--- config.mk ---
export PLATFORM = sky130hd
export DESIGN_NAME = rgb_to_hsl_converter
export DESIGN_NICKNAME = d
export VERILOG_FILES = /design/src/rhsl_pkg.sv /design/src/rhsl_prep.sv /design/src/rhsl_div_cell.sv /design/src/rgb_to_hsl_converter.sv
export SDC_FILE = /design/constraint.sdc
export NUM_CORES = 2
export LEC_CHECK = 0
export BUFFER_PORTS_ARGS = -buffer_cell sky130_fd_sc_hd__buf_2
export CAP_MARGIN = 20
export CORE_MARGIN = 3
export CORE_UTILIZATION = 50
export CTS_CLUSTER_DIAMETER = 30
export DETAILED_ROUTE_END_ITERATION = 6
export PLACE_DENSITY_LB_ADDON = 0.2
export SLEW_MARGIN = 20
export SYNTH_ARGS = -nofsm -noshare
export SYNTH_HDL_FRONTEND = slang
export SYNTH_HIERARCHICAL = 1
export SYNTH_SLANG_ARGS = --single-unit
--- constraint.sdc ---
create_clock -name i_clk -period 16.58 [get_ports i_clk]
set_clock_uncertainty 0.15 [all_clocks]
set_input_delay 3.316 -clock i_clk [delete_from_list [all_inputs] [get_ports i_clk]]
set_output_delay 3.316 -clock i_clk [all_outputs]
set_load 0.005 [all_outputs]
--- src/rhsl_pkg.sv ---
`timescale 1ns / 1ps

package rhsl_pkg;

    // Default fraction width: 1 << FRAC_BITS stands for 1.0.
    localparam int FRAC_BITS_DEF = 12;

    // Fixed widths of the external fields.
    localparam int CHAN_W  = 16;
    localparam int HUE_W   = 12;
    localparam int SAT_W   = 13;
    localparam int LIGHT_W = 13;

    // Control that travels alongside the data through the chain.
    typedef struct packed {
        logic valid;
        logic grey;
    } t_ctl;

endpackage

--- src/rhsl_prep.sv ---
`timescale 1ns / 1ps

module rhsl_prep import rhsl_pkg::*; #(
    parameter int FRAC_BITS = FRAC_BITS_DEF,
    localparam int CW = FRAC_BITS + 1,
    localparam int RW = 2 * FRAC_BITS + 3,
    localparam int DW = FRAC_BITS + 3
) (
    input  logic                     i_clk,
    input  logic                     i_rst_n,
    input  logic                     i_valid,
    input  logic signed [CHAN_W-1:0] i_red,
    input  logic signed [CHAN_W-1:0] i_green,
    input  logic signed [CHAN_W-1:0] i_blue,
    output t_ctl                     o_ctl,
    output logic [CW-1:0]            o_light,
    output logic [RW-1:0]            o_sat_rem,
    output logic [DW-1:0]            o_sat_div,
    output logic [RW-1:0]            o_hue_rem,
    output logic [DW-1:0]            o_hue_div
);

    localparam int SW = FRAC_BITS + 2;
    localparam int NW = FRAC_BITS + 4;
    localparam logic [31:0] ONE_32 = 32'(1) << FRAC_BITS;
    localparam logic [SW-1:0] ONE_S = SW'(ONE_32);
    localparam logic [SW-1:0] TWO_S = SW'(ONE_32 << 1);

    function automatic logic [CW-1:0] clamp(input logic signed [CHAN_W-1:0] v);
        logic [31:0] u;
        u = 32'(unsigned'(v));
        if (v < 0) begin
            return '0;
        end else if (u > ONE_32) begin
            return CW'(ONE_32);
        end else begin
            return CW'(u);
        end
    endfunction

    // Stage A: clamp.
    logic          r_a_valid;
    logic [CW-1:0] r_r, r_g, r_b;

    always_ff @(posedge i_clk) begin
        if (!i_rst_n) begin
            r_a_valid <= 1'b0;
        end else begin
            r_a_valid <= i_valid;
        end
        r_r <= clamp(i_red);
        r_g <= clamp(i_green);
        r_b <= clamp(i_blue);
    end

    // Stage B: extremes, lightness, divisors and dividends.
    logic [CW-1:0] mx, mn, d;
    logic [SW-1:0] sum;
    logic [NW-1:0] nd, six_d, num;
    logic [DW-1:0] n_sat_div;

    always_comb begin
        mx = r_r;
        mn = r_r;
        if (r_g > mx) mx = r_g;
        if (r_b > mx) mx = r_b;
        if (r_g < mn) mn = r_g;
        if (r_b < mn) mn = r_b;
        sum   = SW'(mx) + SW'(mn);
        d     = mx - mn;
        nd    = NW'(d);
        six_d = (nd << 2) + (nd << 1);
        // Ties go to red, then green. Intermediate wrap cancels out.
        if (mx == r_r) begin
            num = (r_g < r_b) ? (six_d + NW'(r_g) - NW'(r_b)) : (NW'(r_g) - NW'(r_b));
        end else if (mx == r_g) begin
            num = (nd << 1) + NW'(r_b) - NW'(r_r);
        end else begin
            num = (nd << 2) + NW'(r_r) - NW'(r_g);
        end
        n_sat_div = (sum > ONE_S) ? DW'(TWO_S - sum) : DW'(sum);
    end

    always_ff @(posedge i_clk) begin
        if (!i_rst_n) begin
            o_ctl.valid <= 1'b0;
        end else begin
            o_ctl.valid <= r_a_valid;
        end
        o_ctl.grey <= (d == '0);
        o_light    <= CW'(sum >> 1);
        o_sat_rem  <= RW'(d) << FRAC_BITS;
        o_sat_div  <= n_sat_div;
        o_hue_rem  <= RW'(num) << FRAC_BITS;
        o_hue_div  <= DW'(six_d);
    end

endmodule

--- src/rhsl_div_cell.sv ---
`timescale 1ns / 1ps

module rhsl_div_cell import rhsl_pkg::*; #(
    parameter int FRAC_BITS = FRAC_BITS_DEF,
    parameter int SHIFT = 0,
    localparam int CW = FRAC_BITS + 1,
    localparam int RW = 2 * FRAC_BITS + 3,
    localparam int DW = FRAC_BITS + 3
) (
    input  logic          i_clk,
    input  logic          i_rst_n,
    input  t_ctl          i_ctl,
    input  logic [CW-1:0] i_light,
    input  logic [RW-1:0] i_sat_rem,
    input  logic [DW-1:0] i_sat_div,
    input  logic [CW-1:0] i_sat_q,
    input  logic [RW-1:0] i_hue_rem,
    input  logic [DW-1:0] i_hue_div,
    input  logic [CW-1:0] i_hue_q,
    output t_ctl          o_ctl,
    output logic [CW-1:0] o_light,
    output logic [RW-1:0] o_sat_rem,
    output logic [DW-1:0] o_sat_div,
    output logic [CW-1:0] o_sat_q,
    output logic [RW-1:0] o_hue_rem,
    output logic [DW-1:0] o_hue_div,
    output logic [CW-1:0] o_hue_q
);

    // One restoring step per quotient; quotient bits enter from the right.
    logic [RW-1:0] sat_sh, hue_sh;
    logic          sat_bit, hue_bit;

    always_comb begin
        sat_sh  = RW'(i_sat_div) << SHIFT;
        hue_sh  = RW'(i_hue_div) << SHIFT;
        sat_bit = (i_sat_rem >= sat_sh);
        hue_bit = (i_hue_rem >= hue_sh);
    end

    always_ff @(posedge i_clk) begin
        if (!i_rst_n) begin
            o_ctl.valid <= 1'b0;
        end else begin
            o_ctl.valid <= i_ctl.valid;
        end
        o_ctl.grey <= i_ctl.grey;
        o_light    <= i_light;
        o_sat_rem  <= sat_bit ? (i_sat_rem - sat_sh) : i_sat_rem;
        o_hue_rem  <= hue_bit ? (i_hue_rem - hue_sh) : i_hue_rem;
        o_sat_div  <= i_sat_div;
        o_hue_div  <= i_hue_div;
        o_sat_q    <= {i_sat_q[CW-2:0], sat_bit};
        o_hue_q    <= {i_hue_q[CW-2:0], hue_bit};
    end

endmodule

--- src/rgb_to_hsl_converter.sv ---
// An item taken is registered by the clamp stage, then the front-end stage, then each divider
// cell in turn; o_valid and the results are driven straight from the last cell.
// Throughput: one item per clock; busy is never raised, and a new item may start every cycle.
// The rate is set by the chain of divider cells, each holding one item and settling one bit of both quotients.
// Results appear on o_valid for exactly one cycle; the receiver cannot stall.
// Reset (i_rst_n low, synchronous) drops every item in flight; no result follows it.
`timescale 1ns / 1ps

module rgb_to_hsl_converter import rhsl_pkg::*; #(
    parameter int FRAC_BITS = FRAC_BITS_DEF
) (
    input  logic                     i_clk,
    input  logic                     i_rst_n,
    input  logic                     start,
    output logic                     busy,
    input  logic signed [CHAN_W-1:0] i_red,
    input  logic signed [CHAN_W-1:0] i_green,
    input  logic signed [CHAN_W-1:0] i_blue,
    output logic                     o_valid,
    output logic [HUE_W-1:0]         o_hue,
    output logic [SAT_W-1:0]         o_saturation,
    output logic [LIGHT_W-1:0]       o_lightness
);

    localparam int CW = FRAC_BITS + 1;
    localparam int RW = 2 * FRAC_BITS + 3;
    localparam int DW = FRAC_BITS + 3;
    // One cell per quotient bit, most significant first.
    localparam int NCELL = FRAC_BITS + 1;
    localparam logic [31:0] ONE_32 = 32'(1) << FRAC_BITS;

    // The block is fully pipelined, so it never refuses an item.
    assign busy = 1'b0;

    // Chain links: index 0 is the output of the front end, index NCELL that of the last cell.
    t_ctl          c_ctl     [NCELL+1];
    logic [CW-1:0] c_light   [NCELL+1];
    logic [RW-1:0] c_sat_rem [NCELL+1];
    logic [DW-1:0] c_sat_div [NCELL+1];
    logic [CW-1:0] c_sat_q   [NCELL+1];
    logic [RW-1:0] c_hue_rem [NCELL+1];
    logic [DW-1:0] c_hue_div [NCELL+1];
    logic [CW-1:0] c_hue_q   [NCELL+1];

    // The front end clamps the channels, then forms lightness, the two divisors
    // and the two dividends (each dividend already scaled by 1.0).
    rhsl_prep #(
        .FRAC_BITS (FRAC_BITS)
    ) u_prep (
        .i_clk     (i_clk),
        .i_rst_n   (i_rst_n),
        .i_valid   (start),
        .i_red     (i_red),
        .i_green   (i_green),
        .i_blue    (i_blue),
        .o_ctl     (c_ctl[0]),
        .o_light   (c_light[0]),
        .o_sat_rem (c_sat_rem[0]),
        .o_sat_div (c_sat_div[0]),
        .o_hue_rem (c_hue_rem[0]),
        .o_hue_div (c_hue_div[0])
    );

    assign c_sat_q[0] = '0;
    assign c_hue_q[0] = '0;

    // Each cell settles one bit of both quotients and hands the item on.
    for (genvar k = 0; k < NCELL; k++) begin : g_cell
        rhsl_div_cell #(
            .FRAC_BITS (FRAC_BITS),
            .SHIFT     (FRAC_BITS - k)
        ) u_cell (
            .i_clk     (i_clk),
            .i_rst_n   (i_rst_n),
            .i_ctl     (c_ctl[k]),
            .i_light   (c_light[k]),
            .i_sat_rem (c_sat_rem[k]),
            .i_sat_div (c_sat_div[k]),
            .i_sat_q   (c_sat_q[k]),
            .i_hue_rem (c_hue_rem[k]),
            .i_hue_div (c_hue_div[k]),
            .i_hue_q   (c_hue_q[k]),
            .o_ctl     (c_ctl[k+1]),
            .o_light   (c_light[k+1]),
            .o_sat_rem (c_sat_rem[k+1]),
            .o_sat_div (c_sat_div[k+1]),
            .o_sat_q   (c_sat_q[k+1]),
            .o_hue_rem (c_hue_rem[k+1]),
            .o_hue_div (c_hue_div[k+1]),
            .o_hue_q   (c_hue_q[k+1])
        );
    end

    // A grey pixel divides by zero in the chain; its hue and saturation are forced to zero.
    logic [31:0] hue_x, sat_x, light_x;

    always_comb begin
        hue_x   = c_ctl[NCELL].grey ? 32'd0 : 32'(c_hue_q[NCELL]);
        sat_x   = c_ctl[NCELL].grey ? 32'd0 : 32'(c_sat_q[NCELL]);
        light_x = 32'(c_light[NCELL]);
    end

    assign o_valid      = c_ctl[NCELL].valid;
    assign o_hue        = hue_x[HUE_W-1:0];
    assign o_saturation = sat_x[SAT_W-1:0];
    assign o_lightness  = light_x[LIGHT_W-1:0];

    // Saturation never exceeds 1.0.
    a_sat_range : assert property (@(posedge i_clk) disable iff (!i_rst_n)
        c_ctl[NCELL].valid |-> 32'(c_sat_q[NCELL]) <= ONE_32 || c_ctl[NCELL].grey)
        else $error("saturation quotient above 1.0");

    // Hue stays below one full turn.
    a_hue_range : assert property (@(posedge i_clk) disable iff (!i_rst_n)
        c_ctl[NCELL].valid |-> 32'(c_hue_q[NCELL]) < ONE_32 || c_ctl[NCELL].grey)
        else $error("hue quotient reached a full turn");

    // A colored pixel always has nonzero saturation; zero saturation implies zero hue.
    a_sat_hue : assert property (@(posedge i_clk) disable iff (!i_rst_n)
        c_ctl[NCELL].valid && c_sat_q[NCELL] == '0 |-> c_hue_q[NCELL] == '0 || c_ctl[NCELL].grey)
        else $error("zero saturation with nonzero hue");

    // Lightness never exceeds 1.0.
    a_light_range : assert property (@(posedge i_clk) disable iff (!i_rst_n)
        c_ctl[NCELL].valid |-> 32'(c_light[NCELL]) <= ONE_32)
        else $error("lightness above 1.0");

endmodule

## Word level (Yosys, flattened, before mapping)

Cells that the tools add are included.

| cells by class | value |
|---|---|
| reductions and logical operators | 4 |
| equality and inequality tests | 2 |
| muxes and demuxes | 37 |
| magnitude comparators | 38 |
| add/subtract/negate cells | 35 |

Operators by type and width:

| cell | number |
|---|---|
| two-way mux 27 bit | 23 |
| two-way mux 13 bit | 8 |
| >= comparator 27 x 15 -> 1 bit | 2 |
| >= comparator 27 x 16 -> 1 bit | 2 |
| >= comparator 27 x 17 -> 1 bit | 2 |
| >= comparator 27 x 18 -> 1 bit | 2 |
| >= comparator 27 x 19 -> 1 bit | 2 |
| >= comparator 27 x 20 -> 1 bit | 2 |
| >= comparator 27 x 21 -> 1 bit | 2 |
| >= comparator 27 x 22 -> 1 bit | 2 |
| >= comparator 27 x 23 -> 1 bit | 2 |
| >= comparator 27 x 24 -> 1 bit | 2 |
| >= comparator 27 x 25 -> 1 bit | 2 |
| >= comparator 27 x 26 -> 1 bit | 2 |
| subtractor 27 x 16 -> 27 bit | 2 |
| subtractor 27 x 17 -> 27 bit | 2 |
| subtractor 27 x 18 -> 27 bit | 2 |
| subtractor 27 x 19 -> 27 bit | 2 |
| subtractor 27 x 20 -> 27 bit | 2 |
| subtractor 27 x 21 -> 27 bit | 2 |
| subtractor 27 x 22 -> 27 bit | 2 |
| subtractor 27 x 23 -> 27 bit | 2 |
| subtractor 27 x 24 -> 27 bit | 2 |
| subtractor 27 x 25 -> 27 bit | 2 |
| 25 further kinds | 41 |

| storage, ports and cells | value |
|---|---|
| logic and storage cells | 245 |
| bits in registers | 1485 |
| input bits | 51 |
| output and inout bits | 40 |

## Depth between registers and ports, before layout

| logic depth | value |
|---|---|
| word-level depth | 10 |
| depth in mapped cells | 50 |
| gate-level depth less buffers | 47 |

## By module

The synthesis kept the hierarchy.

Modules (own cells, without submodules):

| module | sequential area each (um^2) | instances | area an instance (um^2) | cells an instance |
|---|---|---|---|---|
| rhsl_prep | 2202.1 | 1 | 10675.2 | 1237 |
| rhsl_div_cell at g_cell[12].u_cell | 2502.4 | 1 | 5096.1 | 524 |
| rhsl_div_cell at g_cell[9].u_cell | 2502.4 | 1 | 5003.5 | 512 |
| rhsl_div_cell at g_cell[11].u_cell | 2502.4 | 1 | 4991.0 | 507 |
| rhsl_div_cell at g_cell[8].u_cell | 2502.4 | 1 | 4914.7 | 494 |
| rhsl_div_cell at g_cell[7].u_cell | 2502.4 | 1 | 4892.2 | 492 |
| rhsl_div_cell at g_cell[10].u_cell | 2502.4 | 1 | 4862.2 | 494 |
| rhsl_div_cell at g_cell[5].u_cell | 2502.4 | 1 | 4812.1 | 471 |
| rhsl_div_cell at g_cell[6].u_cell | 2502.4 | 1 | 4810.9 | 463 |
| rhsl_div_cell at g_cell[1].u_cell | 2502.4 | 1 | 4735.8 | 408 |
| rhsl_div_cell at g_cell[0].u_cell | 2502.4 | 1 | 4687.0 | 421 |
| rhsl_div_cell at g_cell[4].u_cell | 2502.4 | 1 | 4628.2 | 445 |
| rhsl_div_cell at g_cell[3].u_cell | 2502.4 | 1 | 4555.6 | 441 |
| rhsl_div_cell at g_cell[2].u_cell | 2502.4 | 1 | 4515.6 | 445 |
| rgb_to_hsl_converter | 0.0 | 1 | 183.9 | 29 |

## Worst setup path after synthesis

Ideal clock, no wire load.

| timing | value |
|---|---|
| path kind | register to register |
| start | register u_prep.r_r[6] |
| end | register u_prep.o_hue_rem[26] |
| period minus slack after synthesis | 9206 ps |
| setup slack | 7374 ps |
| arrival time | 8914 ps |
| buffers on the path | 5 |
| library setup time | 142 ps |
| required time | 16288 ps |
| stages on the path, launching flop included | 43 |
| path through | dfxtp_1 > inv_1 > ha_1 > and4_1 > and4_1 > and2_1 > a31oi_2 > clkbuf_1 > clkbuf_1 > nor2_1 > a21oi_1 > ha_1 > a21o_1 > a21oi_1 > a21oi_1 > o21bai_1 > a21o_1 > buf_2 > [7 not listed] > ha_1 > o21a_1 > o31a_1 > nor2_1 > nand2_1 > a31o_2 > xnor2_1 > fa_1 > inv_1 > ha_1 > and2_1 > a311oi_1 > a211oi_1 > a31oi_1 > xnor3_1 > xnor2_1 > a31oi_1 > mux2i_1 |

| on the way | value |
|---|---|
| longest elaborated chain between the ends | 10 |
| elaborated cells between the ends (all ways) | 21 |
| classes of those cells | 8 x add/sub; 4 x order compare; 2 x eq/ne; 7 x mux |

RTL lines:

| element | line | RTL |
|---|---|---|
| start, declared | rhsl_prep.sv:43 | `logic [CW-1:0] r_r, r_g, r_b;` |
| start signal, assigned | rhsl_prep.sv:51 | `r_r <= clamp(i_red);` |
| > comparator 13 bit / less-than comparator 13 bit (equally long branches) | rhsl_prep.sv:65, rhsl_prep.sv:67 |  |
| two-way mux 13 bit (on tied branches) | rhsl_prep.sv:65, rhsl_prep.sv:67 |  |
| > comparator 13 bit / less-than comparator 13 bit (equally long branches) | rhsl_prep.sv:66, rhsl_prep.sv:68 |  |
| two-way mux 13 bit (on tied branches) | rhsl_prep.sv:66, rhsl_prep.sv:68 |  |
| subtractor 13 bit * | rhsl_prep.sv:70 | `d = mx - mn;` |
| via u_prep.d[4] | rhsl_prep.sv:57 | `logic [CW-1:0] mx, mn, d;` |
| adder 15 x 14 -> 15 bit | rhsl_prep.sv:72 | `six_d = (nd << 2) + (nd << 1);` |
| adder 15 x 13 -> 15 bit | rhsl_prep.sv:75 | `num = (r_g < r_b) ? (six_d + NW'(r_g) - NW'(r_b)) : (NW'(r_g) - NW'(r_b));` |
| subtractor 15 x 13 -> 15 bit | rhsl_prep.sv:75 |  |
| two-way mux 15 bit | rhsl_prep.sv:75 |  |
| two-way mux 15 bit * | rhsl_prep.sv:74 | `if (mx == r_r) begin` |
| via u_prep.num[14] | rhsl_prep.sv:59 | `logic [NW-1:0] nd, six_d, num;` |
| end signal, assigned | rhsl_prep.sv:94 | `o_hue_rem <= RW'(num) << FRAC_BITS;` |
| end, declared | rhsl_prep.sv:19 | `output logic [RW-1:0] o_hue_rem,` |

Mark *: on every way through the listed nets, which the timed path passes. The rest lies on a longest branch.
A chain may end at the register's enable or synchronous reset.

## Final worst setup path

Ends and elaborated chain as after synthesis.

==> results by group <==
Outcome
  – Status: completed

Route
  – Vias: 49150
  – DR iter-0 viols: 3004
  – Routed len/inst: 17.51 microns
  – Final WL: 159300 microns
  – Drt drc: 0
  – Number of iterations in the first detailed-routing pass: 6
  – Final ANT Viol Nets: 0
  – Vias per cell: 5.402

Floorplan
  – Die width: 371.2 microns
  – Die H: 371.2 microns
  – Site row count: 133
  – Io pins: 91
  – Total die area: 0.1378 sq mm
  – Core area: 0.1320 sq mm
  – Initial cell density of the core: 0.5052

Clock network
  – CTS tree: built
  – CTS sink cnt: 1482
  – H-tree Lvls: 5
  – Hold_buf cts: 0
  – Clock transition at path regs: 50 ps
  – Worst-Skew Late Latency: 870 ps
  – Clock Tree Buf Depth: 4
  – Total CTS buffers: 303
  – Post_cts resized: 0
  – Post-CTS setup buffer count: 0
  – Root Buffer: clkbuf_16

Setup path
  – CP required: 17150 ps
  – Worst stage delay on the critical path: 800 ps
  – Type of origin of the critical path: flip-flop
  – FF-to-FF setup slack: 5950 ps
  – Highest-delay cell along the critical path: a21o_1
  – Setup CP Type: reg -> reg
  – Worst path arrival time: 11200 ps
  – Most frequent CP cell: ha_1
  – Crit path max fanout: 28
  – Worst Setup End Kind: flip-flop

Global route
  – GR Overflow Total: 0
  – Total GRT Usage: 0.2291
  – Initial antenna violation count: 3
  – First-pass GRT wire length: 254800 microns
  – Largest net degree at the start of global routing: 39
  – Vias in the first global route: 48950

Cells and area
  – Util after Layout: 0.5947
  – P&R area growth vs syn: 17.71%
  – Ratio of cells with drive above 1 in the final layout: 0.1184
  – Non-Filler Instances: 9098
  – Nets@finish: 7767

Placed design
  – Placed insts: 8574
  – Gp weighted congestion: 0.9562
  – Worst slack, placed: 6154 ps
  – HPWL Detailed: 121800 microns
  – I/O Buffers: 89

Worst hold path
  – Min-Delay Path Class: reg -> reg

STA
  – Unrepaired setup endpoints after global routing: false
  – Fin. Hold Viols: 0
  – Fmax: 0.09407 GHz
  – Setup ws final: 5950 ps
  – Final min period: 10630 ps
  – Final critical-path share of the clock period: 0.6412
  – Final Setup Violations: 0
  – Slew Viols, Final: 0
  – Relative slew slack: 0.2967
  – Worst slew pin tran: 1028 ps
  – Setup TNS: 0 ps

Logic synthesis
  – Yosys Warn Count: 6
  – Cell Area, Synth: 0.06667 sq mm
  – Syn Inst Count: 6879
  – Mean Syn Cell Area: 9.692 sq um

Flow run
  – Max-Cap Viols: 0
[critical path: cells and delay by family (launching register included)]
family / cells / cell delay [ps]
xor gates and xnor gates: 4 / 1190
adders and majority gates: 6 / 2230
and+or+nand+nor: 7 / 1220
DFF: 1 / 680
muxes: 1 / 90
AOI/OAI and AO/OA: 16 / 4250
buffers and inverters: 3 / 650
[through the flow]
stage / hold WS [ps] / instance area [sq um]
after floorplan: 159.6 / 66770
after global placement: 159.5 / 68460
after detailed placement: 162.1 / 68460
after CTS: 147.1 / 78460
after global routing: 149.9 / 78480
final: 145.9 / 78480
[cell usage in the layout (no fill, tap or decap), drive strengths merged, types with 28 or more instances in the layout]
cell / n
a211oi: 64
a21o: 122
a21oi: 544
a31oi: 61
and2: 84
and3: 41
buf: 114
clkbuf: 355
clkinv: 74
conb: 28
dfxtp: 1482
fa: 66
ha: 525
inv: 669
mux2: 125
mux2i: 74
nand2: 382
nand2b: 79
nand3: 117
nand4: 89
nor2: 451
nor2b: 96
nor3: 116
nor3b: 28
nor4: 81
o211ai: 50
o21a: 68
o21ai: 320
o21bai: 39
o31ai: 28
or2: 37
or3: 40
or4: 38
xnor2: 266
xor2: 219
[state kept, by name (all words and copies together) (netlist names)]
signal and count:
g_cell.u_cell/o_hue_rem 324, g_cell.u_cell/o_sat_rem 324, g_cell.u_cell/o_hue_div 180, g_cell.u_cell/o_sat_div 180, g_cell.u_cell/o_light 169, g_cell.u_cell/o_sat_q 91, g_cell.u_cell/o_hue_q 78, g_cell.u_cell/o_ctl 26
u_prep/o_hue_rem 15, u_prep/o_sat_div 15, u_prep/o_hue_div 13, u_prep/o_light 13, u_prep/r_b 13, u_prep/r_g 13, u_prep/r_r 13, u_prep/o_sat_rem 12
u_prep/o_ctl 2, u_prep/r_a_valid 1
[layout make-up]
class                   instances  area [sq um]
fillers                     11210         53490
well taps                    1755          2196
inverters                     624          2350
flip-flops and latches       1482         29670
repair buffers                114         636.9
clock inverters               167          1824
multi-input cells            4600         33620
diodes                          1         2.502
clock buffers                 355          8177
[worst paths after layout]
path / start / to / depth (start not counted)
max: u_prep/r_r[6]$_SDFF_PP0_ / u_prep/o_hue_rem[26]$_DFF_P_ / 37
min: g_cell[3].u_cell/o_ctl[0]$_DFF_P_ / g_cell[4].u_cell/o_ctl[0]$_DFF_P_ / 0
max reg2reg: u_prep/r_r[6]$_SDFF_PP0_ / u_prep/o_hue_rem[26]$_DFF_P_ / 37
min reg2reg: g_cell[3].u_cell/o_ctl[0]$_DFF_P_ / g_cell[4].u_cell/o_ctl[0]$_DFF_P_ / 0
[layer usage]
layer  share of wire  vias up  routed length [microns]  global-route usage
li1                -    24470                        -                   -
met1            0.44    23020                    69470              0.2798
met2            0.48     1256                    76590              0.3963
met3           0.042      395                     6627             0.03589
met4           0.042        0                     6612              0.1049
met5               0        -                        0                   0
Power is not shown: default switching activity piles up to over one toggle a cycle in this logic, so the estimate is an artifact.
